## src/rtl/line_follow_pid_steering_top_defines.svh

```systemverilog
// Assertion macros for the steering top level.
`ifndef LINE_FOLLOW_PID_STEERING_TOP_DEFINES_SVH
`define LINE_FOLLOW_PID_STEERING_TOP_DEFINES_SVH

// Same-cycle implication, disabled while reset is asserted.
`define LFPS_ASSERT_IMPL(lbl, clk, rst_n, ante, cons, msg) \
    lbl: assert property (@(posedge clk) disable iff (!rst_n) (ante) |-> (cons)) \
        else $error(msg);

// Next-cycle implication, disabled while reset is asserted.
`define LFPS_ASSERT_NEXT(lbl, clk, rst_n, ante, cons, msg) \
    lbl: assert property (@(posedge clk) disable iff (!rst_n) (ante) |=> (cons)) \
        else $error(msg);

`endif

```

## src/rtl/lfps_pkg.sv

```systemverilog
// Types, constants and the position encoder for the steering block.
`default_nettype none
package lfps_pkg;

    localparam int SENS_W   = 7;
    localparam int POS_W    = 5;     // 2*rear + front, -9..9
    localparam int ERR_W    = 13;
    localparam int SUM_W    = 32;
    localparam int DERIV_W  = 14;
    localparam int GAIN_W   = 22;
    localparam int OFFS_W   = 12;
    localparam int CFG_IDX_W  = 2;
    localparam int CFG_DATA_W = 22;
    localparam int P_W      = GAIN_W + 1 + ERR_W;    // 36
    localparam int I_W      = GAIN_W + 1 + SUM_W;    // 55
    localparam int D_W      = GAIN_W + 1 + DERIV_W;  // 37
    localparam int ACC_W    = I_W + 2;
    localparam int CLIP_W   = 25;    // holds +-255.0 in Q9.16
    localparam int FRAC_W   = 16;
    localparam int DUTY_W   = 8;
    localparam int DRIVE_W  = 9;

    localparam logic signed [OFFS_W-1:0] OFFSET_RST = 12'sd300;
    localparam logic [GAIN_W-1:0] KP_RST = 22'd6554;
    localparam logic [GAIN_W-1:0] KI_RST = 22'd3;
    localparam logic [GAIN_W-1:0] KD_RST = 22'd65536;

    localparam logic signed [ERR_W-1:0] ERR_MAX = 13'sd4095;
    localparam logic signed [ERR_W-1:0] ERR_MIN = -13'sd4096;
    localparam logic [DUTY_W-1:0] DUTY_FULL = 8'hff;

    // Register map of the configuration channel
    typedef enum logic [CFG_IDX_W-1:0] {
        REG_TARGET_OFFSET = 2'd0,
        REG_PROP_GAIN     = 2'd1,
        REG_INTEG_GAIN    = 2'd2,
        REG_DERIV_GAIN    = 2'd3
    } lfps_reg_idx_t;

    typedef struct packed {
        logic signed [OFFS_W-1:0] target_offset;
        logic [GAIN_W-1:0]        prop_gain;
        logic [GAIN_W-1:0]        integ_gain;
        logic [GAIN_W-1:0]        deriv_gain;
    } lfps_cfg_t;

    // Error-stage word handed to the multipliers
    typedef struct packed {
        logic signed [ERR_W-1:0]   err;
        logic signed [SUM_W-1:0]   sum;
        logic signed [DERIV_W-1:0] deriv;
    } lfps_err_t;

    // Registered PID products
    typedef struct packed {
        logic signed [P_W-1:0] p_term;
        logic signed [I_W-1:0] i_term;
        logic signed [D_W-1:0] d_term;
    } lfps_prod_t;

    // Board priority encoder: center first, then outer to inner pairs
    function automatic logic signed [2:0] board_position(input logic [SENS_W-1:0] s);
        logic signed [2:0] p;
        if (s[3])      p = 3'sd0;
        else if (s[0]) p = 3'sd3;
        else if (s[6]) p = -3'sd3;
        else if (s[1]) p = 3'sd2;
        else if (s[5]) p = -3'sd2;
        else if (s[2]) p = 3'sd1;
        else if (s[4]) p = -3'sd1;
        else           p = 3'sd0;
        return p;
    endfunction

endpackage
`default_nettype wire

```

## src/rtl/lfps_if.sv

```systemverilog
// Handshake interfaces for sensor, steering and configuration channels.
`default_nettype none


interface lfps_cfg_if;
    logic                            valid;
    logic                            ready;
    logic [lfps_pkg::CFG_IDX_W-1:0]  index;
    logic [lfps_pkg::CFG_DATA_W-1:0] data;
    modport source (output valid, index, data, input ready);
    modport sink   (input valid, index, data, output ready);
endinterface
`default_nettype wire

```

## src/rtl/lfps_cfg_regs.sv

```systemverilog
// Configuration register file: offset and the three PID gains.
`default_nettype none
module lfps_cfg_regs (
    input  wire logic           clk,
    input  wire logic           rst_n,
    lfps_cfg_if.sink            cfg,
    output lfps_pkg::lfps_cfg_t cfg_regs
);
    import lfps_pkg::*;

    lfps_cfg_t cfg_reg;
    lfps_cfg_t cfg_next;

    assign cfg.ready = 1'b1;
    assign cfg_regs  = cfg_reg;

    // Decode one write word
    always_comb
    begin
        cfg_next = cfg_reg;
        if (cfg.valid)
        begin
            case (lfps_reg_idx_t'(cfg.index))
                REG_TARGET_OFFSET: cfg_next.target_offset = $signed(cfg.data[OFFS_W-1:0]);
                REG_PROP_GAIN:     cfg_next.prop_gain     = cfg.data[GAIN_W-1:0];
                REG_INTEG_GAIN:    cfg_next.integ_gain    = cfg.data[GAIN_W-1:0];
                REG_DERIV_GAIN:    cfg_next.deriv_gain    = cfg.data[GAIN_W-1:0];
                default:           cfg_next = cfg_reg;
            endcase
        end
    end

    always_ff @(posedge clk or negedge rst_n)
    begin
        if (!rst_n)
        begin
            cfg_reg.target_offset <= OFFSET_RST;
            cfg_reg.prop_gain     <= KP_RST;
            cfg_reg.integ_gain    <= KI_RST;
            cfg_reg.deriv_gain    <= KD_RST;
        end
        else
        begin
            cfg_reg <= cfg_next;
        end
    end
endmodule
`default_nettype wire

```

## src/flat_wrapper.sv

```systemverilog
// flat-port wrapper written by rule: the top's interface ports become plain ports
module lfps_cfg_regs_flat import lfps_pkg::*;
  (clk, rst_n, cfg_regs, cfg_valid, cfg_index, cfg_data, cfg_ready);
  lfps_cfg_if cfg_i ();
  input  wire logic clk;
  input  wire logic rst_n;
  output lfps_pkg::lfps_cfg_t cfg_regs;
  input wire logic [$bits(cfg_i.valid)-1:0] cfg_valid;
  input wire logic [$bits(cfg_i.index)-1:0] cfg_index;
  input wire logic [$bits(cfg_i.data)-1:0] cfg_data;
  output wire logic [$bits(cfg_i.ready)-1:0] cfg_ready;
  assign cfg_i.valid = cfg_valid;
  assign cfg_i.index = cfg_index;
  assign cfg_i.data = cfg_data;
  assign cfg_ready = cfg_i.ready;
  lfps_cfg_regs u_core (.clk(clk), .rst_n(rst_n), .cfg(cfg_i), .cfg_regs(cfg_regs));
endmodule
```

## config.mk

```make
export PLATFORM = sky130hd
export DESIGN_NAME = lfps_cfg_regs_flat
export DESIGN_NICKNAME = d
export VERILOG_FILES = /design/src/rtl/line_follow_pid_steering_top_defines.svh /design/src/rtl/lfps_pkg.sv /design/src/rtl/lfps_if.sv /design/src/rtl/lfps_cfg_regs.sv /design/src/flat_wrapper.sv
export SDC_FILE = /design/constraint.sdc
export NUM_CORES = 1
export LEC_CHECK = 0
export ABC_CLOCK_PERIOD_IN_PS = 1340
export BUFFER_PORTS_ARGS = -buffer_cell sky130_fd_sc_hd__clkbuf_2
export CAP_MARGIN = 20
export CORE_ASPECT_RATIO = 0.7
export CORE_MARGIN = 2
export CORE_UTILIZATION = 40
export CTS_CLUSTER_SIZE = 25
export DETAILED_ROUTE_END_ITERATION = 10
export PLACE_DENSITY = 0.67
export SLEW_MARGIN = 20
export SYNTH_ARGS = -nofsm -noshare
export SYNTH_HDL_FRONTEND = slang
export SYNTH_SLANG_ARGS = --single-unit
```

## constraint.sdc

```tcl
create_clock -name clk -period 1.34 [get_ports clk]
set_input_delay 0.268 -clock clk [delete_from_list [all_inputs] [get_ports clk]]
set_output_delay 0.268 -clock clk [all_outputs]
set_load 0.005 [all_outputs]
```

==> results.ini <==
[routing]
drt-total-wl_mm=6.03
drc=0
postRouteAntennaNets=0
post_drt_wl_per_cell_um=15.5
viasPerCell=4.65
vias=1807
firstDrtPassIters=4
drt-initial-drc-count=20

[place]
portBuffers=104
place_hpwl_mm=4.38
gp_congestion=0.704
place_area_um2=3660

[die]
die_area_um2=8030
core_area_um2=7190
start_util=0.407
die_x_um=106
rows=26
pin_count=106
die_h_um=75.6

[worst_setup_path]
cp_num_buf_inv=1
path_class=register to output pin
r2r_end=u_core.cfg_regs[58]$_DFFE_PN0P_
path_max_fanout=2
path_cells=clkbuf_2
cp-end-kind=output pin
crit_path_top_delay_cell=dfstp_2
timing.rr.start=u_core.cfg_regs[58]$_DFFE_PN0P_
worstPathArrival_ns=0.99
rr_worst_depth=1
cpLargestDelayFamily=flip-flops
reg2reg_slack_ns=0.56
crit_path_start_kind=register
max_stage_delay_ns=0.54
crit_required_ns=1.07

[synthesis]
ys_warn_count=0
ys_ff_latch=78
yosysUniqueCellTypes=9
synth_area_per_cell_um2=17.3
netlist.area_leader.share=0.547
synth_edf_count=0
yosys-top-cells-area=dfrtp_1, mux2_2, dfstp_2
ys_seq_area_frac=0.672
async_flop_share=1.00
synthesis.nets=196
yosysMostFrequentCell=mux2_2
netlist_area_um2=2930
ys.flop_type=dfrtp_1
synth_top_area_cell=dfrtp_1
yosys-top-cells-count=mux2_2, dfrtp_1, dfstp_2
syn_inst=169

[timing]
grt_setup_unrepaired=false
fmaxAchievable_ghz=0.796
fin_skew_ns=0
setup_viol=0
final_max_slew_viol_count=0
period_needed_ns=1.26
hold_violations=0
setup_tns_ns=0
fin_crit_sh=0.938

[power_and_ir_drop]
sequentialPowerShare=0.517
power_frac_comb=0.193
ir_worst_vdd_v=0.000781
switching_share=0.259
p_int_w=0.00441
p_switching_w=0.00154
leakage_nw=1.85
p_per_area_nw_per_um2=1540
clkPwrFrac=0.290

[clock_tree]
htree_levels=3
cts_root_buffer=clkbuf_8
cts_max_path_buffers=2
cts_setup_buffers=0
numCtsBuffers=9
tritoncts=yes
clk_latency_ns=0.33
clkSinkCount=78
clk_pin_slew_worst_paths_ns=0.08

[grt]
grt_pass1_vias=1866
grt_overflow=0
grt_usage=0.160
antenna_found_initial=0
grt_first_pass_wirelength_mm=9.54
grt_start_max_net_pins=40

[finish]
area_delta_synth_final_pct=32.1
diodes=0
final_design_area_no_fill_um2=3870
largest_register_ffs=78
fillers=652
num-nets-final=313
drive_gt1_frac=0.763

[min_path]
hold_depth=2
hold_class=input pin to register
hp-start=cfg_data[13]
hold_end=u_core.cfg_regs[35]$_DFFE_PN0P_

[job]
cap_violations=0

[status]
outcome=complete, no violations

==> how the worst max path moves through the flow <==
| stage | slack, ns | endpoint | depth (start not counted) | start |
|---|---|---|---|---|
| after floorplan | 0.19 | u_core.cfg_regs[67]$_DFFE_PN0P_ | 3 | cfg_index[1] |
| after global routing | 0.03 | cfg_regs[68] | 1 | u_core.cfg_regs[68]$_DFFE_PN1P_ |
| after global placement | 0.05 | u_core.cfg_regs[67]$_DFFE_PN0P_ | 4 | cfg_index[1] |
| after detailed placement | 0.02 | u_core.cfg_regs[67]$_DFFE_PN0P_ | 4 | cfg_index[1] |
| after CTS | 0.06 | cfg_regs[68] | 1 | u_core.cfg_regs[68]$_DFFE_PN1P_ |
| final | 0.08 | cfg_regs[68] | 1 | u_core.cfg_regs[68]$_DFFE_PN1P_ |
==> timing repair <==
action	CTS	global route
hold buffers	1	0
gates resized for setup	0	0
endpoints found under the hold margin	14	0
==> final cells by class <==
class	instances	area, µm²	share of cell area
Clock buffer	9	124	0.0320
Timing Repair Buffer	114	663	0.171
Sequential cell	78	1970	0.509
Tap cell	98	123	0.0317
Clock inverter	7	75.1	0.0194
Multi-Input combinational cell	83	915	0.236
==> metrics by stage <==
stage | std cells | util | hold WS, ns | worst slack [ns] | total power (W)
after global placement | 372 | 0.509 | 0.123 | 0.0524 | 0.00425
final | 389 | 0.538 | 0.189 | 0.0837 | 0.00596
after CTS | 389 | 0.538 | 0.170 | 0.0561 | 0.00607
after floorplan | 169 | - | -0.0276 | 0.190 | 0.00360
after global routing | 389 | 0.538 | 0.169 | 0.0318 | 0.00632
after detailed placement | 372 | 0.509 | 0.125 | 0.0234 | 0.00430
==> logic make-up after synthesis <==
kind of cell,count (synthesis),share of synthesized area
simple gates,4,0.0111
flops,78,0.672
mux,78,0.300
buf+inv,8,0.0154
other cells,1,0.00128
==> cells in the final DEF, fill, tap and decap left out <==
| cell | instances |
|---|---|
| buf_12 | 5 |
| clkbuf_2 | 103 |
| nor3b_2 | 1 |
| nand3b_1 | 2 |
| conb_1 | 1 |
| dfrtp_1 | 64 |
| dfstp_2 | 14 |
| buf_4 | 5 |
| dlygate4sd3_1 | 1 |
| bufinv_16 | 1 |
| clkbuf_8 | 9 |
| clkinv_2 | 2 |
| clkinv_4 | 4 |
| nand3_1 | 1 |
| mux2_2 | 78 |
==> layer usage <==
metal  GRT usage  vias to the layer above  routed length, µm
met2       0.265                       54               2930
met1       0.200                      903               2670
met5           0                        -                  0
met4      0.0614                        0                 87
met3      0.0522                       10                337
li1            -                      840                  -
==> power by group through the flow <==
stage / registers (W) / clock network [W] / logic [W]
after floorplan: 0.00315 / 0 / 0.000451
after global placement: 0.00310 / 0 / 0.00115
after detailed placement: 0.00313 / 0 / 0.00118
after CTS: 0.00308 / 0.00180 / 0.00118
after global routing: 0.00314 / 0.00191 / 0.00127
final: 0.00308 / 0.00173 / 0.00115
(Power assumes the default switching activity.)
