$ cat src/rtl/line_follow_pid_steering_top_defines.svh
// Assertion macros for the steering top level.
`ifndef LINE_FOLLOW_PID_STEERING_TOP_DEFINES_SVH
`define LINE_FOLLOW_PID_STEERING_TOP_DEFINES_SVH

// Same-cycle implication, disabled while reset is asserted.
`define LFPS_ASSERT_IMPL(lbl, clk, rst_n, ante, cons, msg) \
    lbl: assert property (@(posedge clk) disable iff (!rst_n) (ante) |-> (cons)) \
        else $error(msg);

// Next-cycle implication, disabled while reset is asserted.
`define LFPS_ASSERT_NEXT(lbl, clk, rst_n, ante, cons, msg) \
    lbl: assert property (@(posedge clk) disable iff (!rst_n) (ante) |=> (cons)) \
        else $error(msg);

`endif

$ cat src/rtl/lfps_pkg.sv
// Types, constants and the position encoder for the steering block.
`default_nettype none
package lfps_pkg;

    localparam int SENS_W   = 7;
    localparam int POS_W    = 5;     // 2*rear + front, -9..9
    localparam int ERR_W    = 13;
    localparam int SUM_W    = 32;
    localparam int DERIV_W  = 14;
    localparam int GAIN_W   = 22;
    localparam int OFFS_W   = 12;
    localparam int CFG_IDX_W  = 2;
    localparam int CFG_DATA_W = 22;
    localparam int P_W      = GAIN_W + 1 + ERR_W;    // 36
    localparam int I_W      = GAIN_W + 1 + SUM_W;    // 55
    localparam int D_W      = GAIN_W + 1 + DERIV_W;  // 37
    localparam int ACC_W    = I_W + 2;
    localparam int CLIP_W   = 25;    // holds +-255.0 in Q9.16
    localparam int FRAC_W   = 16;
    localparam int DUTY_W   = 8;
    localparam int DRIVE_W  = 9;

    localparam logic signed [OFFS_W-1:0] OFFSET_RST = 12'sd300;
    localparam logic [GAIN_W-1:0] KP_RST = 22'd6554;
    localparam logic [GAIN_W-1:0] KI_RST = 22'd3;
    localparam logic [GAIN_W-1:0] KD_RST = 22'd65536;

    localparam logic signed [ERR_W-1:0] ERR_MAX = 13'sd4095;
    localparam logic signed [ERR_W-1:0] ERR_MIN = -13'sd4096;
    localparam logic [DUTY_W-1:0] DUTY_FULL = 8'hff;

    // Register map of the configuration channel
    typedef enum logic [CFG_IDX_W-1:0] {
        REG_TARGET_OFFSET = 2'd0,
        REG_PROP_GAIN     = 2'd1,
        REG_INTEG_GAIN    = 2'd2,
        REG_DERIV_GAIN    = 2'd3
    } lfps_reg_idx_t;

    typedef struct packed {
        logic signed [OFFS_W-1:0] target_offset;
        logic [GAIN_W-1:0]        prop_gain;
        logic [GAIN_W-1:0]        integ_gain;
        logic [GAIN_W-1:0]        deriv_gain;
    } lfps_cfg_t;

    // Error-stage word handed to the multipliers
    typedef struct packed {
        logic signed [ERR_W-1:0]   err;
        logic signed [SUM_W-1:0]   sum;
        logic signed [DERIV_W-1:0] deriv;
    } lfps_err_t;

    // Registered PID products
    typedef struct packed {
        logic signed [P_W-1:0] p_term;
        logic signed [I_W-1:0] i_term;
        logic signed [D_W-1:0] d_term;
    } lfps_prod_t;

    // Board priority encoder: center first, then outer to inner pairs
    function automatic logic signed [2:0] board_position(input logic [SENS_W-1:0] s);
        logic signed [2:0] p;
        if (s[3])      p = 3'sd0;
        else if (s[0]) p = 3'sd3;
        else if (s[6]) p = -3'sd3;
        else if (s[1]) p = 3'sd2;
        else if (s[5]) p = -3'sd2;
        else if (s[2]) p = 3'sd1;
        else if (s[4]) p = -3'sd1;
        else           p = 3'sd0;
        return p;
    endfunction

endpackage
`default_nettype wire

$ cat src/rtl/lfps_err_stage.sv
// Sensor register, position encode, error, integral and derivative state.
`default_nettype none
module lfps_err_stage #(
    parameter int POSITION_SCALE = 100
) (
    input  wire logic                           clk,
    input  wire logic                           rst_n,
    input  wire logic                           advance,
    input  wire logic                           in_valid,
    input  wire logic [lfps_pkg::SENS_W-1:0]    front_sensors,
    input  wire logic [lfps_pkg::SENS_W-1:0]    rear_sensors,
    input  wire logic signed [lfps_pkg::OFFS_W-1:0] target_offset,
    output logic                                err_valid,
    output lfps_pkg::lfps_err_t                 err_word
);
    import lfps_pkg::*;

    // Width of pos*scale - offset before clamping
    localparam int RAW_W = $clog2(9 * POSITION_SCALE + 2049) + 1;
    localparam logic signed [RAW_W-1:0] SCALE_S = RAW_W'(POSITION_SCALE);
    localparam logic signed [RAW_W-1:0] RAW_MAX = RAW_W'(ERR_MAX);
    localparam logic signed [RAW_W-1:0] RAW_MIN = RAW_W'(ERR_MIN);

    logic              sens_valid_reg;
    logic [SENS_W-1:0] front_reg;
    logic [SENS_W-1:0] rear_reg;
    logic              err_valid_reg;
    lfps_err_t         err_word_reg;
    lfps_err_t         err_word_next;
    logic signed [SUM_W-1:0] error_sum_reg;
    logic signed [SUM_W-1:0] error_sum_next;
    logic signed [ERR_W-1:0] last_error_reg;

    logic signed [2:0]       front_pos;
    logic signed [2:0]       rear_pos;
    logic signed [POS_W-1:0] pos;
    logic signed [RAW_W-1:0] raw_err;
    logic signed [ERR_W-1:0] err;
    logic signed [SUM_W:0]   sum_wide;
    logic                    step;

    assign step = advance && sens_valid_reg;

    // Position and clamped error
    always_comb
    begin
        front_pos = board_position(front_reg);
        rear_pos  = board_position(rear_reg);
        pos = $signed({rear_pos[2], rear_pos, 1'b0}) + $signed({{2{front_pos[2]}}, front_pos});
        raw_err = RAW_W'(pos) * SCALE_S - RAW_W'(target_offset);
        if (raw_err > RAW_MAX)
            err = ERR_MAX;
        else if (raw_err < RAW_MIN)
            err = ERR_MIN;
        else
            err = raw_err[ERR_W-1:0];
    end

    // Saturating integral; zero error leaves it alone
    always_comb
    begin
        sum_wide = (SUM_W+1)'(error_sum_reg) + (SUM_W+1)'(err);
        if (err == '0)
            error_sum_next = error_sum_reg;
        else if (sum_wide[SUM_W] != sum_wide[SUM_W-1])
            error_sum_next = sum_wide[SUM_W] ? {1'b1, {(SUM_W-1){1'b0}}}
                                             : {1'b0, {(SUM_W-1){1'b1}}};
        else
            error_sum_next = sum_wide[SUM_W-1:0];
        err_word_next.err   = err;
        err_word_next.sum   = error_sum_next;
        err_word_next.deriv = DERIV_W'(err) - DERIV_W'(last_error_reg);
    end

    // Valid bits and controller state
    always_ff @(posedge clk or negedge rst_n)
    begin
        if (!rst_n)
        begin
            sens_valid_reg <= 1'b0;
            err_valid_reg  <= 1'b0;
            error_sum_reg  <= '0;
            last_error_reg <= '0;
        end
        else if (advance)
        begin
            sens_valid_reg <= in_valid;
            err_valid_reg  <= sens_valid_reg;
            if (step)
            begin
                error_sum_reg  <= error_sum_next;
                last_error_reg <= err;
            end
        end
    end

    // Payload registers
    always_ff @(posedge clk)
    begin
        if (advance)
        begin
            front_reg    <= front_sensors;
            rear_reg     <= rear_sensors;
            err_word_reg <= err_word_next;
        end
    end

    assign err_valid = err_valid_reg;
    assign err_word  = err_word_reg;
endmodule
`default_nettype wire

$ cat config.mk
export PLATFORM = sky130hd
export DESIGN_NAME = lfps_err_stage
export DESIGN_NICKNAME = d
export VERILOG_FILES = /design/src/rtl/line_follow_pid_steering_top_defines.svh /design/src/rtl/lfps_pkg.sv /design/src/rtl/lfps_err_stage.sv
export SDC_FILE = /design/constraint.sdc
export NUM_CORES = 1
export LEC_CHECK = 0
export BUFFER_PORTS_ARGS = -buffer_cell sky130_fd_sc_hd__buf_2
export CAP_MARGIN = 20
export CORE_ASPECT_RATIO = 1.25
export CORE_MARGIN = 2
export CORE_UTILIZATION = 55
export DETAILED_ROUTE_END_ITERATION = 8
export PLACE_DENSITY = 0.79
export REMOVE_ABC_BUFFERS = 1
export SETUP_SLACK_MARGIN = 0.15
export SLEW_MARGIN = 20
export SYNTH_ARGS = -nofsm -noshare
export SYNTH_HDL_FRONTEND = slang
export SYNTH_SLANG_ARGS = --single-unit
$ cat constraint.sdc
create_clock -name clk -period 11.8 [get_ports clk]
set_clock_uncertainty 0.15 [all_clocks]
set_input_delay 0.59 -clock clk [delete_from_list [all_inputs] [get_ports clk]]
set_output_delay 0.59 -clock clk [all_outputs]
set_load 0.02 [all_outputs]
==> results of run 1 <==
cell families (layout without fill, tap and decap cells):
kind of cell	after synthesis	count (layout)
compound gates	229	229
simple gates	177	177
flops	120	120
buf+inv	82	185
fa+ha+maj	80	80
xor+xnor	50	50
mux	37	37
cell type report:
class	count	share of cell area, %
Multi-Input combinational cell	573	45.6
Sequential cell	120	37.0
Timing Repair Buffer	96	5.50
Clock buffer	17	4.67
Clock inverter	15	2.47
Tap cell	175	2.41
Inverter	57	2.35
cell usage in the layout (no fill, tap or decap), types with 8 or more instances in the layout:
cell type | synthesis | routed
nand3_1 | 16 | 16
xnor2_1 | 27 | 27
dfrtp_1 | 47 | 47
mux2_2 | 26 | 26
edfxtp_1 | 73 | 73
nand2_1 | 37 | 37
a21o_1 | 21 | 21
inv_1 | 57 | 57
mux2_4 | 8 | 8
buf_2 | 6 | 88
o21ai_0 | 41 | 41
nor3_1 | 11 | 11
clkbuf_16 | 0 | 17
ha_1 | 74 | 74
a31oi_1 | 12 | 12
a21oi_1 | 97 | 97
buf_4 | 0 | 8
nor2_1 | 78 | 78
xor2_1 | 23 | 23
a211oi_1 | 8 | 8
final timing paths:
| kind | endpoint | slack [ns] | cells past startpoint |
|---|---|---|---|
| max | err_word[33] | 2.33 | 32 |
| min in group clk | rear_reg[5] | 0.18 | 1 |
| min reg2reg | last_error_reg[11] | 0.34 | 2 |
| min | error_sum_reg[17] | 0.12 | 2 |
| max in group asynchronous | last_error_reg[3] | 10.93 | 2 |
| max reg2reg | err_word[33] | 2.33 | 32 |
per-stage QoR:
step | instance area [um2] | hold slack, ns | util, % | setup WS (ns) | cells
finish | 9100 | 0.125 | 65.6 | 2.33 | 1053
global route | 9100 | 0.174 | 65.6 | 1.43 | 1053
CTS | 9100 | 0.143 | 65.6 | 2.35 | 1053
detailed placement | 8450 | 0.325 | 60.9 | 2.44 | 1021
global placement | 8450 | 0.322 | 60.9 | 2.43 | 1021
floorplan | 7720 | 0.144 | - | 3.60 | 750
per-layer routing:
layer / GRT usage, % / vias to the layer above
met1: 28.0 / 2881
met5: 0 / -
li1: - / 3001
met2: 43.0 / 166
met3: 4.88 / 29
met4: 10.1 / 0
worst max-delay path, delay by kind of cell, from the launching register on:
| family | cells | cell delay (ns) |
|---|---|---|
| muxes | 3 | 1.48 |
| AOI/OAI and AO/OA | 8 | 1.70 |
| xor gates and xnor gates | 2 | 0.51 |
| adders and majority gates | 8 | 2.96 |
| and+or+nand+nor | 8 | 1.24 |
| DFF | 1 | 0.40 |
| buffers and inverters | 3 | 0.77 |
Yosys cell counts (8+ instances only):
library cell	n	area share, %
clkbuf_1	15	0.72
xnor2_1	27	3.0
nor3_1	11	0.70
nand3_1	16	1.0
nand2_1	37	1.8
o21ai_0	41	2.6
xor2_1	23	2.6
a21oi_1	97	6.2
dfrtp_1	47	15
a21o_1	21	2.0
mux2_2	26	3.7
inv_1	57	2.7
ha_1	74	12
nor2_1	78	3.7
a211oi_1	8	0.77
edfxtp_1	73	28
mux2_4	8	1.5
a31oi_1	12	0.96
==> results.sh, run 1 <==
export IMPL_status="complete, no violations"
export IMPL_drtPass1Iterations=5
export IMPL_die_x_um=111
export IMPL_crit_top_cell="ha_1"
export IMPL_top_layer_used="met4"
export IMPL_startpoint="front_reg[2]"
export IMPL_cp_max_fo=22
export IMPL_grt_usage_pct=23.9
export IMPL_syn2layout_area_growth_pct=15.9
export IMPL_met1_length_um=7320
export IMPL_synth_area_per_cell_um2=10.1
export IMPL_drive_gt1_share_pct=19.7
export IMPL_antenna_cells=0
export IMPL_rows=48
export IMPL_antenna_found_initial=0
export IMPL_setup_viol_count_final=0
export IMPL_multi_input_comb_area_um2=4150
export IMPL_dr_wl_met3_um=792
export IMPL_post_cts_setup_buffers=0
export IMPL_min_path_type="input pin to asynchronous set/reset pin"
export IMPL_cts_sinks=120
export IMPL_io_pin_count=90
export IMPL_largest_register_ffs=59
export IMPL_wl_um=17500
export IMPL_grt_overflow=0
export IMPL_place_gp_congestion=0.885
export IMPL_yosys_warnings=0
export IMPL_path_class="flop to flop"
export IMPL_start_util_pct=56.6
export IMPL_slew_headroom_pct=43.5
export IMPL_grt_setup_unrepaired="no"
export IMPL_fill_cells=1085
export IMPL_io_buffer_count=89
export IMPL_synth_ff_type="edfxtp_1"
export IMPL_setup_tns_final_ns=0
export IMPL_cts_root_buffer="clkbuf_16"
export IMPL_cts_tree="built"
export IMPL_synthXorXnorAreaFrac_pct=5.58
export IMPL_grt_pass1_vias=6031
export IMPL_coreArea_um2=13900
export IMPL_drv_cap=0
export IMPL_nets=975
export IMPL_drc_errors=0
export IMPL_slowest_delay_ns=0.69
export IMPL_cpMaxStageDelayCell="mux2i_2"
export IMPL_numCtsBuffers=17
export IMPL_yosysSeqAreaShare_pct=42.9
export IMPL_wl_met2_um=8960
export IMPL_cts_resized_gates=0
export IMPL_cp_start_kind="flop"
export IMPL_synthSimpleGateAreaFrac_pct=10.4
export IMPL_clk_pin_slew_ns=0.06
export IMPL_grt_max_degree=53
export IMPL_hpwl_um=12300
export IMPL_cp_end_kind="flop"
export IMPL_routedWlPerCell_um=16.6
export IMPL_via_per_inst=5.77
export IMPL_ys_async_sr_fraction_pct=39.2
export IMPL_synth_cell_types=60
export IMPL_reg2reg_from="front_reg[2]"
export IMPL_seqCellArea_um2=3370
export IMPL_synth_area_um2=7850
export IMPL_synthMuxAreaShare_pct=5.66
export IMPL_finalHoldViolCount=0
export IMPL_cts_max_level=4
export IMPL_ys_ff_latch=120
export IMPL_clock_latency_ns=0.43
export IMPL_synthAdderAreaFrac_pct=13.3
export IMPL_arrival_ns=9.51
export IMPL_dieArea_um2=15200
export IMPL_crit_required_ns=11.83
export IMPL_min_period_over_period_pct=80.3
export IMPL_vias=6077
export IMPL_postSynthCellCount=775
export IMPL_grt_pass1_wl_um=28800
export IMPL_synth_compound_area_share_pct=17.7
export IMPL_synth_edf_count=73
export IMPL_fmax_ghz=0.106
export IMPL_synth_top_family_by_area="compound AO/OA/AOI/OAI gates"
export IMPL_die_y_um=138
export IMPL_cts_path_max_buffers=2
export IMPL_worst_pin_slew_ns=0.847
export IMPL_fin_crit_ns=9.47
export IMPL_route_antenna_remaining_nets=0
export IMPL_slew_violations=0
export IMPL_drtIter0Drc=341
export IMPL_cts_hold_buffers=0
Power of run 1 is not shown: default switching activity piles up to over one toggle a cycle in this logic, so the estimate is an artifact.
==> inputs of run 2 (changes only) <==
CORE_UTILIZATION = 54   (was 55)
PLACE_DENSITY = 0.81   (was 0.79)
clock period = 7.6 ns   (was 11.8 ns; I/O delays follow)
==> run 2 against run 1 <==
- the run now ends with setup timing left
- register-to-register slack got worse by 2.4 ns
- die area grew 1.8%
- critical path depth rose by 4
- worst hold slack worse by 0.081 ns
- clock-buffer cell count is 4 higher
- via count is 18% higher
- design area grew 19%
- critical path type unchanged
- largest cell class unchanged
==> results.sh, run 2 (same netlist as run 1, synthesis figures left out) <==
export IMPL_cpMaxStageDelayCell="fa_2"
export IMPL_start_util_pct=54.9
export IMPL_setup_viol_count_final=25
export IMPL_drc_errors=0
export IMPL_worst_slack_ns=-0.0830
export IMPL_multi_input_comb_area_um2=5140
export IMPL_coreArea_um2=14300
export IMPL_hold_path_startpoint="in_valid"
export IMPL_reg2reg_depth=36
export IMPL_failed_checks="setup timing"
export IMPL_grt_pass1_wl_um=33500
export IMPL_largest_register_ffs=59
export IMPL_drive_gt1_share_pct=36.2
export IMPL_cp_top_family="adder cells"
export IMPL_antenna_found_initial=0
export IMPL_io_buffer_count=89
export IMPL_cts_tree="built"
export IMPL_cts_path_max_buffers=2
export IMPL_slew_headroom_pct=47.8
export IMPL_drtIter0Drc=659
export IMPL_clk_pin_slew_ns=0.06
export IMPL_crit_required_ns=7.63
export IMPL_cp_max_fo=6
export IMPL_route_antenna_remaining_nets=0
export IMPL_drtPass1Iterations=5
export IMPL_finalHoldViolCount=0
export IMPL_routedWlPerCell_um=21.1
export IMPL_drv_cap=0
export IMPL_fmax_ghz=0.130
export IMPL_reg2reg_from="front_reg[2]"
export IMPL_status="finished with violations"
export IMPL_r2r_setup_slack_ns=-0.08
export IMPL_worst_pin_slew_ns=0.773
export IMPL_antenna_cells=0
export IMPL_die_x_um=112
export IMPL_grt_usage_pct=27.2
export IMPL_cts_max_level=4
export IMPL_arrival_ns=7.71
export IMPL_grt_setup_unrepaired="yes"
export IMPL_cp_end_kind="flop"
export IMPL_nets=1070
export IMPL_min_to="sens_valid_reg"
export IMPL_grt_max_degree=49
export IMPL_seqCellArea_um2=3370
export IMPL_crit_buf_inv=7
export IMPL_place_gp_congestion=0.918
export IMPL_io_pin_count=90
export IMPL_rows=49
export IMPL_fin_area_um2=10800
export IMPL_worstReg2RegEnd="err_word[42]"
export IMPL_hold_path_cell_count=2
export IMPL_hpwl_um=12900
export IMPL_vias=7145
export IMPL_wl_um=24300
export IMPL_fin_crit_ns=7.68
export IMPL_final_common_cell="buf_2"
export IMPL_cts_sinks=120
export IMPL_slew_violations=0
export IMPL_dpl_cell_area_um2=8760
export IMPL_crit_top_cell="ha_4"
export IMPL_grt_pass1_vias=6796
export IMPL_grt_overflow=0
export IMPL_min_period_over_period_pct=101
export IMPL_numCtsBuffers=17
export IMPL_syn2layout_area_growth_pct=38.1
export IMPL_final_cell_mix="buf_2 (88), nor2_1 (77), edfxtp_1 (73)"
export IMPL_cp_start_kind="flop"
export IMPL_dieArea_um2=15500
export IMPL_fill_cells=841
export IMPL_die_y_um=139
export IMPL_cts_root_buffer="clkbuf_16"
export IMPL_path_class="flop to flop"
export IMPL_slowest_delay_ns=0.41
export IMPL_cp_depth=36
export IMPL_clock_latency_ns=0.43
export IMPL_via_per_inst=6.21
export IMPL_min_path_type="input pin to flop"
run 2: cell count changes in the layout (fill, tap and decap cells not counted), sizes merged, moves of 2 or more:
cell         previous run  this run
a31o                    2         4
clkbuf                 17        21
inv                    59        57
mux2                   35        38
bufinv                  5         3
buf                    96       171
dlygate4sd3             0        15
run 2: final cells by class:
type                       instances  area share [%]
tap                              178            2.06
multi-input combinational        578            47.4
sequential                       120            31.1
clock inverter                    11            1.20
clock buffer                      21            4.06
timing repair buffer             186            12.2
inverter                          57            1.97
run 2: layer usage:
metal / vias to the layer above / share of wire, % / GRT usage [%]
met2: 421 / 50 / 49.3
li1: 3214 / - / -
met5: - / 0 / 0
met1: 3359 / 36 / 30.9
met3: 151 / 6.8 / 5.42
met4: 0 / 7.3 / 11.6
run 2: worst max path at each step:
stage	start	endpoint	slack, ns
5_1_grt	front_reg[2]	err_word[39]	-0.43
2_1_floorplan	front_reg[2]	err_word[33]	-0.60
3_5_place_dp	front_reg[2]	err_word[23]	-0.26
4_1_cts	front_reg[2]	err_word[41]	0.10
6_report	front_reg[2]	err_word[42]	-0.08
3_3_place_gp	front_reg[4]	err_word[31]	-0.02
run 2: per-stage QoR:
stage	instances	hold slack, ns	setup TNS (ns)	utilization [%]	worst slack [ns]
2_1_floorplan	750	-0.0656	-21.80	-	-0.600
3_3_place_gp	1064	0.318	-0.0379	61.3	-0.0168
3_5_place_dp	1064	0.321	-8.37	61.3	-0.257
4_1_cts	1127	0.0373	0	70.5	0.104
5_1_grt	1151	0.0427	-13.10	75.9	-0.426
6_report	1151	0.0437	-1.21	75.9	-0.0830
run 2: what timing repair did:
item,4_1_cts,5_1_grt
buffers inserted,15,18
pin swaps,45,31
gates resized for setup,85,108
hold buffers,15,0
cloned,1,6
endpoints found under the setup margin,62,63
endpoints found under the hold margin,61,0
Power of run 2 is left out for the same reason.
