File: src/rtl/line_follow_pid_steering_top_defines.svh
// Assertion macros for the steering top level.
`ifndef LINE_FOLLOW_PID_STEERING_TOP_DEFINES_SVH
`define LINE_FOLLOW_PID_STEERING_TOP_DEFINES_SVH

// Same-cycle implication, disabled while reset is asserted.
`define LFPS_ASSERT_IMPL(lbl, clk, rst_n, ante, cons, msg) \
    lbl: assert property (@(posedge clk) disable iff (!rst_n) (ante) |-> (cons)) \
        else $error(msg);

// Next-cycle implication, disabled while reset is asserted.
`define LFPS_ASSERT_NEXT(lbl, clk, rst_n, ante, cons, msg) \
    lbl: assert property (@(posedge clk) disable iff (!rst_n) (ante) |=> (cons)) \
        else $error(msg);

`endif

File: src/rtl/lfps_pkg.sv
// Types, constants and the position encoder for the steering block.
`default_nettype none
package lfps_pkg;

    localparam int SENS_W   = 7;
    localparam int POS_W    = 5;     // 2*rear + front, -9..9
    localparam int ERR_W    = 13;
    localparam int SUM_W    = 32;
    localparam int DERIV_W  = 14;
    localparam int GAIN_W   = 22;
    localparam int OFFS_W   = 12;
    localparam int CFG_IDX_W  = 2;
    localparam int CFG_DATA_W = 22;
    localparam int P_W      = GAIN_W + 1 + ERR_W;    // 36
    localparam int I_W      = GAIN_W + 1 + SUM_W;    // 55
    localparam int D_W      = GAIN_W + 1 + DERIV_W;  // 37
    localparam int ACC_W    = I_W + 2;
    localparam int CLIP_W   = 25;    // holds +-255.0 in Q9.16
    localparam int FRAC_W   = 16;
    localparam int DUTY_W   = 8;
    localparam int DRIVE_W  = 9;

    localparam logic signed [OFFS_W-1:0] OFFSET_RST = 12'sd300;
    localparam logic [GAIN_W-1:0] KP_RST = 22'd6554;
    localparam logic [GAIN_W-1:0] KI_RST = 22'd3;
    localparam logic [GAIN_W-1:0] KD_RST = 22'd65536;

    localparam logic signed [ERR_W-1:0] ERR_MAX = 13'sd4095;
    localparam logic signed [ERR_W-1:0] ERR_MIN = -13'sd4096;
    localparam logic [DUTY_W-1:0] DUTY_FULL = 8'hff;

    // Register map of the configuration channel
    typedef enum logic [CFG_IDX_W-1:0] {
        REG_TARGET_OFFSET = 2'd0,
        REG_PROP_GAIN     = 2'd1,
        REG_INTEG_GAIN    = 2'd2,
        REG_DERIV_GAIN    = 2'd3
    } lfps_reg_idx_t;

    typedef struct packed {
        logic signed [OFFS_W-1:0] target_offset;
        logic [GAIN_W-1:0]        prop_gain;
        logic [GAIN_W-1:0]        integ_gain;
        logic [GAIN_W-1:0]        deriv_gain;
    } lfps_cfg_t;

    // Error-stage word handed to the multipliers
    typedef struct packed {
        logic signed [ERR_W-1:0]   err;
        logic signed [SUM_W-1:0]   sum;
        logic signed [DERIV_W-1:0] deriv;
    } lfps_err_t;

    // Registered PID products
    typedef struct packed {
        logic signed [P_W-1:0] p_term;
        logic signed [I_W-1:0] i_term;
        logic signed [D_W-1:0] d_term;
    } lfps_prod_t;

    // Board priority encoder: center first, then outer to inner pairs
    function automatic logic signed [2:0] board_position(input logic [SENS_W-1:0] s);
        logic signed [2:0] p;
        if (s[3])      p = 3'sd0;
        else if (s[0]) p = 3'sd3;
        else if (s[6]) p = -3'sd3;
        else if (s[1]) p = 3'sd2;
        else if (s[5]) p = -3'sd2;
        else if (s[2]) p = 3'sd1;
        else if (s[4]) p = -3'sd1;
        else           p = 3'sd0;
        return p;
    endfunction

endpackage
`default_nettype wire

File: src/rtl/lfps_if.sv
// Handshake interfaces for sensor, steering and configuration channels.
`default_nettype none


interface lfps_steer_if;
    logic                               valid;
    logic                               ready;
    logic [lfps_pkg::DUTY_W-1:0]        left_duty;
    logic [lfps_pkg::DUTY_W-1:0]        right_duty;
    logic                               left_brake;
    logic                               right_brake;
    logic signed [lfps_pkg::DRIVE_W-1:0] drive_value;
    modport source (output valid, left_duty, right_duty, left_brake, right_brake,
                    drive_value, input ready);
    modport sink   (input valid, left_duty, right_duty, left_brake, right_brake,
                    drive_value, output ready);
endinterface

`default_nettype wire

File: src/rtl/lfps_out_stage.sv
// PID sum, output clamp, truncation and duty/brake result register.
`default_nettype none
module lfps_out_stage (
    input  wire logic                 clk,
    input  wire logic                 rst_n,
    input  wire logic                 advance,
    input  wire logic                 prod_valid,
    input  wire lfps_pkg::lfps_prod_t prod_word,
    lfps_steer_if.source              steer
);
    import lfps_pkg::*;

    localparam logic signed [ACC_W-1:0] LIM_POS = ACC_W'(255 * 65536);
    localparam logic signed [ACC_W-1:0] LIM_NEG = -ACC_W'(255 * 65536);

    logic signed [ACC_W-1:0]   acc;
    logic signed [CLIP_W-1:0]  acc_clip;
    logic signed [DRIVE_W-1:0] drive_floor;
    logic signed [DRIVE_W-1:0] drive;
    logic [DUTY_W-1:0]         mag;
    logic [DUTY_W-1:0]         ldu;
    logic [DUTY_W-1:0]         rdu;

    logic                      valid_reg;
    logic [DUTY_W-1:0]         ldu_reg;
    logic [DUTY_W-1:0]         rdu_reg;
    logic signed [DRIVE_W-1:0] drive_reg;

    // Sum and clamp to +-255.0
    always_comb
    begin
        acc = ACC_W'(prod_word.p_term) + ACC_W'(prod_word.i_term) + ACC_W'(prod_word.d_term);
        if (acc > LIM_POS)
            acc_clip = CLIP_W'(LIM_POS);
        else if (acc < LIM_NEG)
            acc_clip = CLIP_W'(LIM_NEG);
        else
            acc_clip = acc[CLIP_W-1:0];
    end

    // Truncate toward zero: floor, plus one for negative with a fraction
    always_comb
    begin
        drive_floor = acc_clip[CLIP_W-1:FRAC_W];
        if (acc_clip[CLIP_W-1] && (acc_clip[FRAC_W-1:0] != '0))
            drive = drive_floor + DRIVE_W'(1);
        else
            drive = drive_floor;
    end

    // Positive drive slows the left side, negative the right
    always_comb
    begin
        mag = drive[DRIVE_W-1] ? DUTY_W'(-drive) : drive[DUTY_W-1:0];
        ldu = DUTY_FULL;
        rdu = DUTY_FULL;
        if (drive > 0)
            ldu = DUTY_FULL - mag;
        else if (drive < 0)
            rdu = DUTY_FULL - mag;
    end

    always_ff @(posedge clk or negedge rst_n)
    begin
        if (!rst_n)
            valid_reg <= 1'b0;
        else if (advance)
            valid_reg <= prod_valid;
    end

    always_ff @(posedge clk)
    begin
        if (advance)
        begin
            ldu_reg   <= ldu;
            rdu_reg   <= rdu;
            drive_reg <= drive;
        end
    end

    assign steer.valid       = valid_reg;
    assign steer.left_duty   = ldu_reg;
    assign steer.right_duty  = rdu_reg;
    assign steer.left_brake  = (ldu_reg == '0);
    assign steer.right_brake = (rdu_reg == '0);
    assign steer.drive_value = drive_reg;
endmodule
`default_nettype wire

File: src/flat_wrapper.sv
// flat-port wrapper written by rule: the top's interface ports become plain ports
module lfps_out_stage_flat import lfps_pkg::*;
  (clk, rst_n, advance, prod_valid, prod_word, steer_valid, steer_left_duty, steer_right_duty, steer_left_brake, steer_right_brake, steer_drive_value, steer_ready);
  lfps_steer_if steer_i ();
  input  wire logic clk;
  input  wire logic rst_n;
  input  wire logic advance;
  input  wire logic prod_valid;
  input  wire lfps_pkg::lfps_prod_t prod_word;
  output wire logic [$bits(steer_i.valid)-1:0] steer_valid;
  output wire logic [$bits(steer_i.left_duty)-1:0] steer_left_duty;
  output wire logic [$bits(steer_i.right_duty)-1:0] steer_right_duty;
  output wire logic [$bits(steer_i.left_brake)-1:0] steer_left_brake;
  output wire logic [$bits(steer_i.right_brake)-1:0] steer_right_brake;
  output wire logic [$bits(steer_i.drive_value)-1:0] steer_drive_value;
  input wire logic [$bits(steer_i.ready)-1:0] steer_ready;
  assign steer_valid = steer_i.valid;
  assign steer_left_duty = steer_i.left_duty;
  assign steer_right_duty = steer_i.right_duty;
  assign steer_left_brake = steer_i.left_brake;
  assign steer_right_brake = steer_i.right_brake;
  assign steer_drive_value = steer_i.drive_value;
  assign steer_i.ready = steer_ready;
  lfps_out_stage u_core (.clk(clk), .rst_n(rst_n), .advance(advance), .prod_valid(prod_valid), .prod_word(prod_word), .steer(steer_i));
endmodule
File: config.mk
export PLATFORM = sky130hd
export DESIGN_NAME = lfps_out_stage_flat
export DESIGN_NICKNAME = d
export VERILOG_FILES = /design/src/rtl/line_follow_pid_steering_top_defines.svh /design/src/rtl/lfps_pkg.sv /design/src/rtl/lfps_if.sv /design/src/rtl/lfps_out_stage.sv /design/src/flat_wrapper.sv
export SDC_FILE = /design/constraint.sdc
export NUM_CORES = 1
export LEC_CHECK = 0
export BUFFER_PORTS_ARGS = -buffer_cell sky130_fd_sc_hd__buf_4
export CAP_MARGIN = 20
export CORE_AREA = 3 3 157 159
export DETAILED_ROUTE_END_ITERATION = 7
export DIE_AREA = 0 0 160 162
export HOLD_SLACK_MARGIN = 0.12
export SYNTH_ARGS = -nofsm -noshare
export SYNTH_HDL_FRONTEND = slang
export SYNTH_SLANG_ARGS = --single-unit
File: constraint.sdc
create_clock -name clk -period 2.3 [get_ports clk]
set_input_delay 0.23 -clock clk [delete_from_list [all_inputs] [get_ports clk]]
set_output_delay 0.23 -clock clk [all_outputs]
set_load 0.02 [all_outputs]
==> results.json, run 1 <==
{
  "yosysSeqAreaShare_pct": 11.2,
  "r2r_start": "u_core.steer.valid",
  "cts_max_path_buffers": 2,
  "die-area_mm2": 0.0259,
  "synth_ff_type": "edfxtp_1",
  "cts_tree": "yes",
  "syn_area_mm2": 0.00693,
  "post-route-drc-count": 0,
  "start_util_pct": 29.6,
  "hold_path_class": "in2reg",
  "final-setup-viol-count": 25,
  "finalMaxSlewViolations": 0,
  "synth_seq_cells": 26,
  "slew_headroom_pct": 61.4,
  "htreeDepth": 1,
  "cts_buffers": 3,
  "switching_share_pct": 44.5,
  "postLayoutSetupSlackWorst_ns": -3.35,
  "violations": "negative setup slack",
  "grt_antenna_before_repair": 0,
  "rsz0062_at_grt": "yes",
  "ant_nets": 0,
  "gr-total-overflow": 0,
  "p_int_mw": 4.73,
  "tightest_slew_ns": 0.578,
  "syn-num-nets": 1077,
  "combinationalPowerShare_pct": 87.2,
  "final.period_utilization_pct": 246,
  "grt_pass1_wl_um": 40900,
  "path_clk_slew_ns": 0.06,
  "ios": 161,
  "synthCells": 831,
  "insertion_delay_ns": 0.25,
  "drt_iter0_drc": 418,
  "async_flop_share_pct": 3.85,
  "synth-edff-count": 25,
  "coreArea_mm2": 0.0234,
  "crit_start": "prod_word[122]",
  "ys_types": 92,
  "clockPowerShare_pct": 4.4,
  "total_power_mw": 8.53,
  "avgSynthCellArea_um2": 8.34,
  "path_class": "in2reg",
  "drv_cap": 0,
  "postLayoutCoreUtil_pct": 53.1,
  "grt_usage_pct": 18.6,
  "grt_pass1_vias": 8573,
  "largest_reg_flops": 9,
  "timing.final.crit_period_ns": 5.65,
  "max_freq_mhz": 177,
  "synthToLayoutAreaGrowth_pct": 79.2,
  "required_ns": 2.39,
  "cts_sinks": 26,
  "hold_violations": 0,
  "ff2ff_setup_slack_ns": 1.55,
  "rows": 56,
  "startpoint_type": "input pin",
  "hpwl_um": 21200,
  "wl_um": 25400,
  "cp_max_fo": 3,
  "status": "finished with violations",
  "final_cells": 1649,
  "grt_max_degree": 27,
  "place.gp.congestion": 0.944,
  "worstPathArrival_ns": 5.75,
  "antennaDiodeCount": 0,
  "crit_path_end_kind": "register",
  "routed_via_density": 5.05,
  "power.leakage_nw": 5.50,
  "fp.dieW_um": 160,
  "placed_cells": 1596,
  "powerDensity_mw_per_mm2": 686,
  "num_vias": 8325,
  "power_frac_seq_pct": 8.4,
  "wl_per_cell_um": 15.4,
  "dr.pass1.iters": 5,
  "clock_skew_ns": 0,
  "dieHeight_um": 162,
  "vdd_drop_max_mv": 0.310,
  "fin_nets": 1577,
  "portBuffers": 159,
  "yosysWarnings": 0,
  "drive_gt1_share_pct": 54.5,
  "root_buffer": "clkbuf_16",
  "p_switching_mw": 3.80,
  "min_from": "prod_valid"
}
==> metal layers <==
metal	global-route usage, %	part of all wire [%]	wire (um)
met1	24.3	44	11000
met2	34.1	50	12700
met3	1.56	4.8	1210
met4	3.16	1.9	470
met5	0	0	0
==> layout by cell type (no fill, tap or decap), types with 5 or more instances in the layout <==
cell type	synthesis	final
nand2_2	0	12
and4_1	12	10
o21a_1	16	16
ha_4	0	22
buf_6	2	42
nand4_1	31	31
or4_1	7	6
a21oi_1	71	52
o21bai_1	6	6
o21ai_1	18	18
buf_4	9	488
o21ai_2	1	9
and2_1	5	5
a21oi_2	6	23
a21o_1	18	18
mux2i_1	5	5
nand2_1	95	79
nor3_2	0	6
nor2_1	54	49
inv_1	28	23
nor3_1	16	10
a31oi_1	11	7
o21ai_0	37	28
inv_2	2	6
nand2b_1	8	7
xnor2_1	23	16
xor2_1	25	22
o211ai_1	12	12
and3_1	8	7
nand3_1	21	16
edfxtp_1	25	25
ha_1	57	35
xnor2_2	0	7
fa_1	56	54
==> worst max-delay path: stages <==
cell,delay (ns)
buf_4,0.11
fa_1,0.52
ha_4,0.31
buf_6,0.10
nand4_1,0.15
buf_4,0.19
nor4_4,0.32
nand3_2,0.13
a21oi_2,0.12
buf_4,0.14
buf_6,0.09
a211oi_2,0.03
xor2_1,0.24
nand2_1,0.09
or4b_4,0.53
nor4_4,0.33
a21oi_2,0.10
or3_4,0.39
ha_4,0.17
and4_4,0.15
and3_4,0.15
a211oi_4,0.25
inv_2,0.06
or4b_4,0.50
nor2b_2,0.14
mux2i_1,0.22
==> path summary, 6_finish.rpt <==
path	to	depth (start not counted)
setup / recovery	u_core.steer.right_duty[7]	26
hold / removal	u_core.steer.valid	2
setup reg to reg	u_core.steer.valid	1
hold reg to reg	u_core.steer.valid	1
max in group asynchronous	u_core.steer.valid	2
min in group asynchronous	u_core.steer.valid	2
==> kinds of logic after synthesis <==
kind of cell	share of synthesized area (%)
flip-flops	11.2
XOR/XNOR	6.06
AO/OA/AOI/OAI	26.5
buffers and inverters	4.94
multiplexers	1.70
AND/OR/NAND/NOR	23.1
adder cells (fa/ha/maj)	26.5
==> layout make-up <==
cell class / count / area, um2
clock buffer: 4 / 78.8
fill: 2143 / 11000
inverter: 30 / 115
multi-input combinational: 734 / 6820
sequential: 26 / 776
tap: 319 / 399
timing repair buffer: 536 / 4240
==> synth_stat cells (all sizes together), types with 7 or more instances <==
cell	count	area, um2
and4	12	105
and3	8	50.1
nand2b	8	50.1
a211oi	10	108
nor3	16	80.1
o21a	16	120
or4	9	75.1
nand4	34	249
nor4	8	71.3
inv	30	113
xor2	25	219
nand3	21	105
xnor2	23	201
o21ai	57	300
buf	32	195
a21o	18	135
ha	57	713
nand2	95	357
o21bai	7	63.8
clkbuf	9	35.0
o211ai	14	124
a31oi	11	68.8
nor2	56	215
edfxtp	25	751
a21oi	77	408
fa	56	1120
==> through the flow <==
| stage | TNS [ns] | hold WS [ns] | setup WS, ns | area, um2 |
|---|---|---|---|---|
| 6_report | -67.95 | 0.207 | -3.35 | 12400 |
| 5_1_grt | -73.10 | 0.205 | -3.57 | 12400 |
| 4_1_cts | -65.61 | 0.207 | -3.26 | 12000 |
| 3_5_place_dp | -78.15 | 0.00658 | -3.81 | 10900 |
| 3_3_place_gp | -77.18 | 0.00510 | -3.72 | 10900 |
| 2_1_floorplan | -62.97 | -0.0656 | -3.35 | 7070 |
==> power groups by stage <==
stage	logic [mW]	clock network, mW	registers, mW
floorplan	3.08	0	0.849
global placement	6.19	0	0.718
detailed placement	6.24	0	0.723
CTS	7.06	0.386	0.714
global route	8.03	0.406	0.729
finish	7.44	0.379	0.714
==> what timing repair did <==
item                                   in CTS  in global routing
setup endpoints to repair                  25                 25
hold buffers                                1                  0
pin swaps                                  66                 29
gates resized for setup                   143                 63
buffers inserted                           40                 21
endpoints found under the hold margin       1                  0
No activity file was read; power rests on OpenSTA's default activity.
==> inputs of run 2 (changes only) <==
--- a/config.mk
+++ b/config.mk
@@ -7,9 +7,9 @@
 export LEC_CHECK = 0
 export BUFFER_PORTS_ARGS = -buffer_cell sky130_fd_sc_hd__buf_4
 export CAP_MARGIN = 20
-export CORE_AREA = 3 3 157 159
+export CORE_AREA = 3 3 201 124
 export DETAILED_ROUTE_END_ITERATION = 7
-export DIE_AREA = 0 0 160 162
+export DIE_AREA = 0 0 204 127
 export HOLD_SLACK_MARGIN = 0.12
 export SYNTH_ARGS = -nofsm -noshare
 export SYNTH_HDL_FRONTEND = slang
==> results.json, run 2 (synthesis results as in run 1) <==
{
  "wl_per_cell_um": 17.8,
  "finalMaxSlewViolations": 0,
  "ios": 161,
  "final.period_utilization_pct": 252,
  "dieHeight_um": 127,
  "largest_reg_flops": 9,
  "post-route-drc-count": 0,
  "grt_pass1_vias": 8395,
  "hpwl_um": 23900,
  "final_common_cell": "buf_4",
  "grt_max_degree": 27,
  "final_cells": 1656,
  "cts_max_path_buffers": 2,
  "crit_path_end_kind": "register",
  "max_freq_mhz": 173,
  "reg2regPathDepth": 1,
  "timing.final.crit_period_ns": 5.80,
  "hold_violations": 0,
  "power.leakage_nw": 5.61,
  "rows": 43,
  "place.gp.congestion": 0.997,
  "worst_path_most_repeated_cell": "buf_4",
  "holdWs_ns": 0.210,
  "r2r_start": "u_core.steer.valid",
  "cts_tree": "yes",
  "grt_pass1_wl_um": 45200,
  "slew_headroom_pct": 64.6,
  "routed_via_density": 5.18,
  "final-setup-viol-count": 25,
  "insertion_delay_ns": 0.25,
  "startpoint_type": "input pin",
  "drv_cap": 0,
  "coreArea_mm2": 0.0231,
  "p_int_mw": 5.09,
  "worstSetupEndpoint": "u_core.steer.left_duty[0]",
  "violations": "negative setup slack",
  "power_frac_seq_pct": 7.7,
  "fin_tns_setup_ns": -71.94,
  "grt_antenna_before_repair": 0,
  "placed_cells": 1588,
  "cts_sinks": 26,
  "cts_buffers": 3,
  "mostFrequentLayoutCells": "buf_4 (496), nand2_1 (85), fa_1 (50), buf_6 (46)",
  "critPathBufInv": 4,
  "root_buffer": "clkbuf_16",
  "powerDensity_mw_per_mm2": 712,
  "ff2ff_setup_slack_ns": 1.55,
  "tightest_slew_ns": 0.525,
  "path_class": "in2reg",
  "fp.dieW_um": 204,
  "hold_path_class": "in2reg",
  "p_switching_mw": 4.19,
  "fin_nets": 1588,
  "postLayoutSetupSlackWorst_ns": -3.50,
  "path_clk_slew_ns": 0.06,
  "required_ns": 2.30,
  "drive_gt1_share_pct": 58.4,
  "r2r-end": "u_core.steer.valid",
  "switching_share_pct": 45.2,
  "clockPowerShare_pct": 5.3,
  "ant_nets": 0,
  "combinationalPowerShare_pct": 86.9,
  "start_util_pct": 30.0,
  "critPathTopFamily": "simple AND/OR/NAND/NOR gates",
  "crit_slowest_cell": "or4_4",
  "vdd_drop_max_mv": 0.457,
  "num_vias": 8580,
  "die-area_mm2": 0.0259,
  "grt_usage_pct": 21.4,
  "dr.pass1.iters": 5,
  "synthToLayoutAreaGrowth_pct": 88.1,
  "status": "finished with violations",
  "antennaDiodeCount": 0,
  "gr-total-overflow": 0,
  "clock_skew_ns": 0,
  "crit_start": "prod_word[35]",
  "wl_um": 29500,
  "portBuffers": 159,
  "cp_max_fo": 5,
  "critPathMaxStageDelay_ns": 0.53,
  "htreeDepth": 1,
  "drt_iter0_drc": 556,
  "crit_cells": 25,
  "post-place-ws_ns": -3.94,
  "worstPathArrival_ns": 5.80,
  "rsz0062_at_grt": "yes"
}
==> run 2: cell count changes in the layout (fill, tap and decap cells not counted), moves of 5 or more <==
cell | before | now
o21ai_0 | 28 | 23
nor2_1 | 49 | 44
ha_4 | 22 | 43
a21oi_1 | 52 | 44
ha_1 | 35 | 12
buf_4 | 488 | 496
nand2_1 | 79 | 85
nand2_2 | 12 | 5
==> run 2: worst min path at each step <==
| stage | depth (start not counted) | startpoint | slack, ns | to |
|---|---|---|---|---|
| detailed placement | 1 | rst_n | 0.006 | u_core.steer.valid |
| global route | 2 | prod_valid | 0.22 | u_core.steer.valid |
| CTS | 2 | prod_valid | 0.21 | u_core.steer.valid |
| floorplan | 0 | rst_n | -0.07 | u_core.steer.valid |
| finish | 2 | prod_valid | 0.21 | u_core.steer.valid |
| global placement | 1 | rst_n | 0.006 | u_core.steer.valid |
==> run 2: area by class of cell <==
cell class              instances  area (um2)
clock inverters                 1        30.0
well taps                     315         394
inverters                      30         115
fillers                      2042       10000
clock buffers                   3        75.1
multi-input cells             734        7330
repair buffers                547        4320
flip-flops and latches         26         776
==> run 2: layer usage <==
metal | part of all wire, % | GRT usage [%]
met1 | 51 | 34.9
met2 | 41 | 30.5
met3 | 7.6 | 3.51
met4 | 0.72 | 1.54
met5 | 0 | 0
==> run 2: power groups by stage <==
stage,Combinational (mW),Sequential [mW],Clock [mW]
CTS,7.28,0.717,0.498
global placement,6.28,0.724,0
global route,8.62,0.729,0.517
finish,8.07,0.715,0.496
floorplan,3.08,0.849,0
detailed placement,6.30,0.726,0
==> run 2: per-stage QoR <==
stage / util [%] / instance area, um2 / power (mW)
floorplan: - / 7070 / 3.93
global placement: 47.1 / 10900 / 7.00
detailed placement: 47.1 / 10900 / 7.02
CTS: 53.1 / 12300 / 8.49
global route: 56.5 / 13000 / 9.86
finish: 56.5 / 13000 / 9.28
==> run 2: what timing repair did <==
action	in CTS	in global routing
buffers inserted	37	35
pin swaps	80	51
setup endpoints to repair	25	25
gates cloned	0	0
hold buffers	1	0
gates resized for setup	171	108
hold endpoints to repair	1	0
==> inputs of run 3 (changes only) <==
--- a/config.mk
+++ b/config.mk
@@ -11,6 +11,7 @@
 export DETAILED_ROUTE_END_ITERATION = 7
 export DIE_AREA = 0 0 204 127
 export HOLD_SLACK_MARGIN = 0.12
+export RECOVER_POWER = 100
 export SYNTH_ARGS = -nofsm -noshare
 export SYNTH_HDL_FRONTEND = slang
 export SYNTH_SLANG_ARGS = --single-unit
==> constraint.sdc (replaced) <==
create_clock -name clk -period 2.3 [get_ports clk]
set_input_delay 0.115 -clock clk [delete_from_list [all_inputs] [get_ports clk]]
set_output_delay 0.115 -clock clk [all_outputs]
set_load 0.02 [all_outputs]
==> results.json, run 3 (synthesis results as in run 1) <==
{
  "fin_tns_setup_ns": -68.14,
  "final_cells": 1655,
  "violations": "negative setup slack",
  "slew_headroom_pct": 12.2,
  "num_vias": 8550,
  "drt_iter0_drc": 593,
  "rows": 43,
  "root_buffer": "clkbuf_16",
  "grt_usage_pct": 21.3,
  "path_class": "in2reg",
  "grt_antenna_before_repair": 0,
  "power.leakage_nw": 5.42,
  "postLayoutSetupSlackWorst_ns": -3.38,
  "placed_cells": 1587,
  "ff2ff_setup_slack_ns": 1.56,
  "rsz0062_at_grt": "yes",
  "path_clk_slew_ns": 0.06,
  "synthToLayoutAreaGrowth_pct": 83.3,
  "grt_pass1_wl_um": 45200,
  "max_freq_mhz": 176,
  "required_ns": 2.30,
  "cts_buffers": 3,
  "stdcell_area_mm2": 0.0127,
  "htreeDepth": 1,
  "ant_nets": 0,
  "critPathMaxStageDelay_ns": 0.61,
  "cts_max_path_buffers": 2,
  "startpoint_type": "input pin",
  "fin_nets": 1587,
  "powerDensity_mw_per_mm2": 700,
  "grt_max_degree": 27,
  "dieHeight_um": 127,
  "final.period_utilization_pct": 247,
  "dr.pass1.iters": 5,
  "crit_start": "prod_word[94]",
  "hpwl_um": 23800,
  "worstSetupEndpoint": "u_core.steer.left_duty[0]",
  "fp.dieW_um": 204,
  "clock_skew_ns": 0,
  "start_util_pct": 30.0,
  "routed_via_density": 5.17,
  "wl_um": 28700,
  "postLayoutCoreUtil_pct": 55.0,
  "tightest_slew_ns": 1.32,
  "crit_path_end_kind": "register",
  "final_common_cell": "buf_4",
  "r2r-end": "u_core.steer.valid",
  "status": "finished with violations",
  "hold_path_class": "in2async",
  "drv_cap": 0,
  "gr-total-overflow": 0,
  "worstPathArrival_ns": 5.68,
  "cts_tree": "yes",
  "vdd_drop_max_mv": 0.272,
  "timing.final.crit_period_ns": 5.68,
  "mostFrequentLayoutCells": "buf_4 (472), nand2_1 (88), fa_1 (50), a21oi_1 (48), nor2_1 (47)",
  "largest_reg_flops": 9,
  "cp_max_fo": 3,
  "r2r_start": "u_core.steer.valid",
  "ios": 161,
  "placed_area_mm2": 0.0109,
  "final-setup-viol-count": 25,
  "wl_per_cell_um": 17.3,
  "crit_slowest_cell": "fa_2",
  "grt_pass1_vias": 8475,
  "cts_sinks": 26,
  "drive_gt1_share_pct": 54.1,
  "critical_path.cell_chain": "buf_4 > fa_2 > ha_4 > a211oi_4 > o21ai_4 > nor2b_4 > buf_4 > o211a_4 > o211ai_4 > nand2_2 > a221o_1 > or4_4 > nor4_4 > a21oi_2 > or3_4 > ha_4 > and4_4 > nor3b_4 > mux2_4 > o211ai_1 > or4b_4 > nor2_2 > or3_1",
  "antennaDiodeCount": 0,
  "coreArea_mm2": 0.0231,
  "die-area_mm2": 0.0259,
  "finalMaxSlewViolations": 0,
  "place.gp.congestion": 0.980,
  "reg2regPathDepth": 1,
  "portBuffers": 159,
  "hold_violations": 0,
  "insertion_delay_ns": 0.25,
  "post-route-drc-count": 0
}
==> run 3: changes by cell type in the layout (fill, tap and decap cells not counted), moves of 4 or more <==
cell,before,now
nand2_4,5,1
clkbuf_1,0,29
buf_6,46,36
a21oi_2,27,21
buf_4,496,472
a21oi_1,44,48
==> run 3: stage by stage <==
step / setup slack, ns / total power, mW / hold WS [ns]
floorplan: -3.23 / 3.93 / -0.181
finish: -3.38 / 8.89 / 0.184
global placement: -3.83 / 6.99 / -0.109
detailed placement: -3.87 / 7.00 / -0.109
CTS: -3.13 / 8.54 / 0.168
global route: -3.59 / 9.49 / 0.187
==> run 3: area by class of cell <==
cell class / count / area [um2]
Multi-Input combinational cell: 734 / 7150
Clock inverter: 1 / 3.75
Fill cell: 2094 / 10400
Timing Repair Buffer: 546 / 4200
Clock buffer: 3 / 75.1
Inverter: 30 / 115
Tap cell: 315 / 394
Sequential cell: 26 / 776
==> run 3: worst min path at each step <==
| stage | startpoint | slack [ns] | cells past startpoint | end |
|---|---|---|---|---|
| 2_1_floorplan | rst_n | -0.18 | 0 | u_core.steer.valid |
| 3_3_place_gp | rst_n | -0.11 | 1 | u_core.steer.valid |
| 3_5_place_dp | rst_n | -0.11 | 1 | u_core.steer.valid |
| 4_1_cts | rst_n | 0.17 | 2 | u_core.steer.valid |
| 5_1_grt | rst_n | 0.19 | 2 | u_core.steer.valid |
| 6_report | rst_n | 0.18 | 2 | u_core.steer.valid |
==> run 3: metal layers <==
metal  up-vias  part of all wire, %  GRT usage (%)
li1       4162                    -              -
met1      4030                   52           34.9
met2       333                   39           30.2
met3        25                  8.3           3.11
met4         0                 0.99           1.82
met5         -                    0              0
==> run 3: worst max-delay path: cells and delay by family <==
kind            cells  cell delay [ns]
compound gates      7             1.68
mux                 1             0.25
simple gates       10             2.38
fa+ha+maj           3             1.00
buf+inv             2             0.25
==> run 3: timing repair <==
action / 4_1_cts / 5_1_grt
setup endpoints to repair: 25 / 25
buffers inserted: 55 / 12
endpoints found under the hold margin: 2 / 0
hold buffers: 2 / 0
resized for setup: 188 / 48
pin swaps: 82 / 42
cloned: 0 / 0
==> run 3: report_power, final <==
part | switching, mW | internal [mW] | total, mW | leakage [nW]
combinational | 3.87 | 3.93 | 7.80 | 5.12
clock | 0.140 | 0.232 | 0.372 | 0.0385
sequential | 0.0451 | 0.671 | 0.716 | 0.259
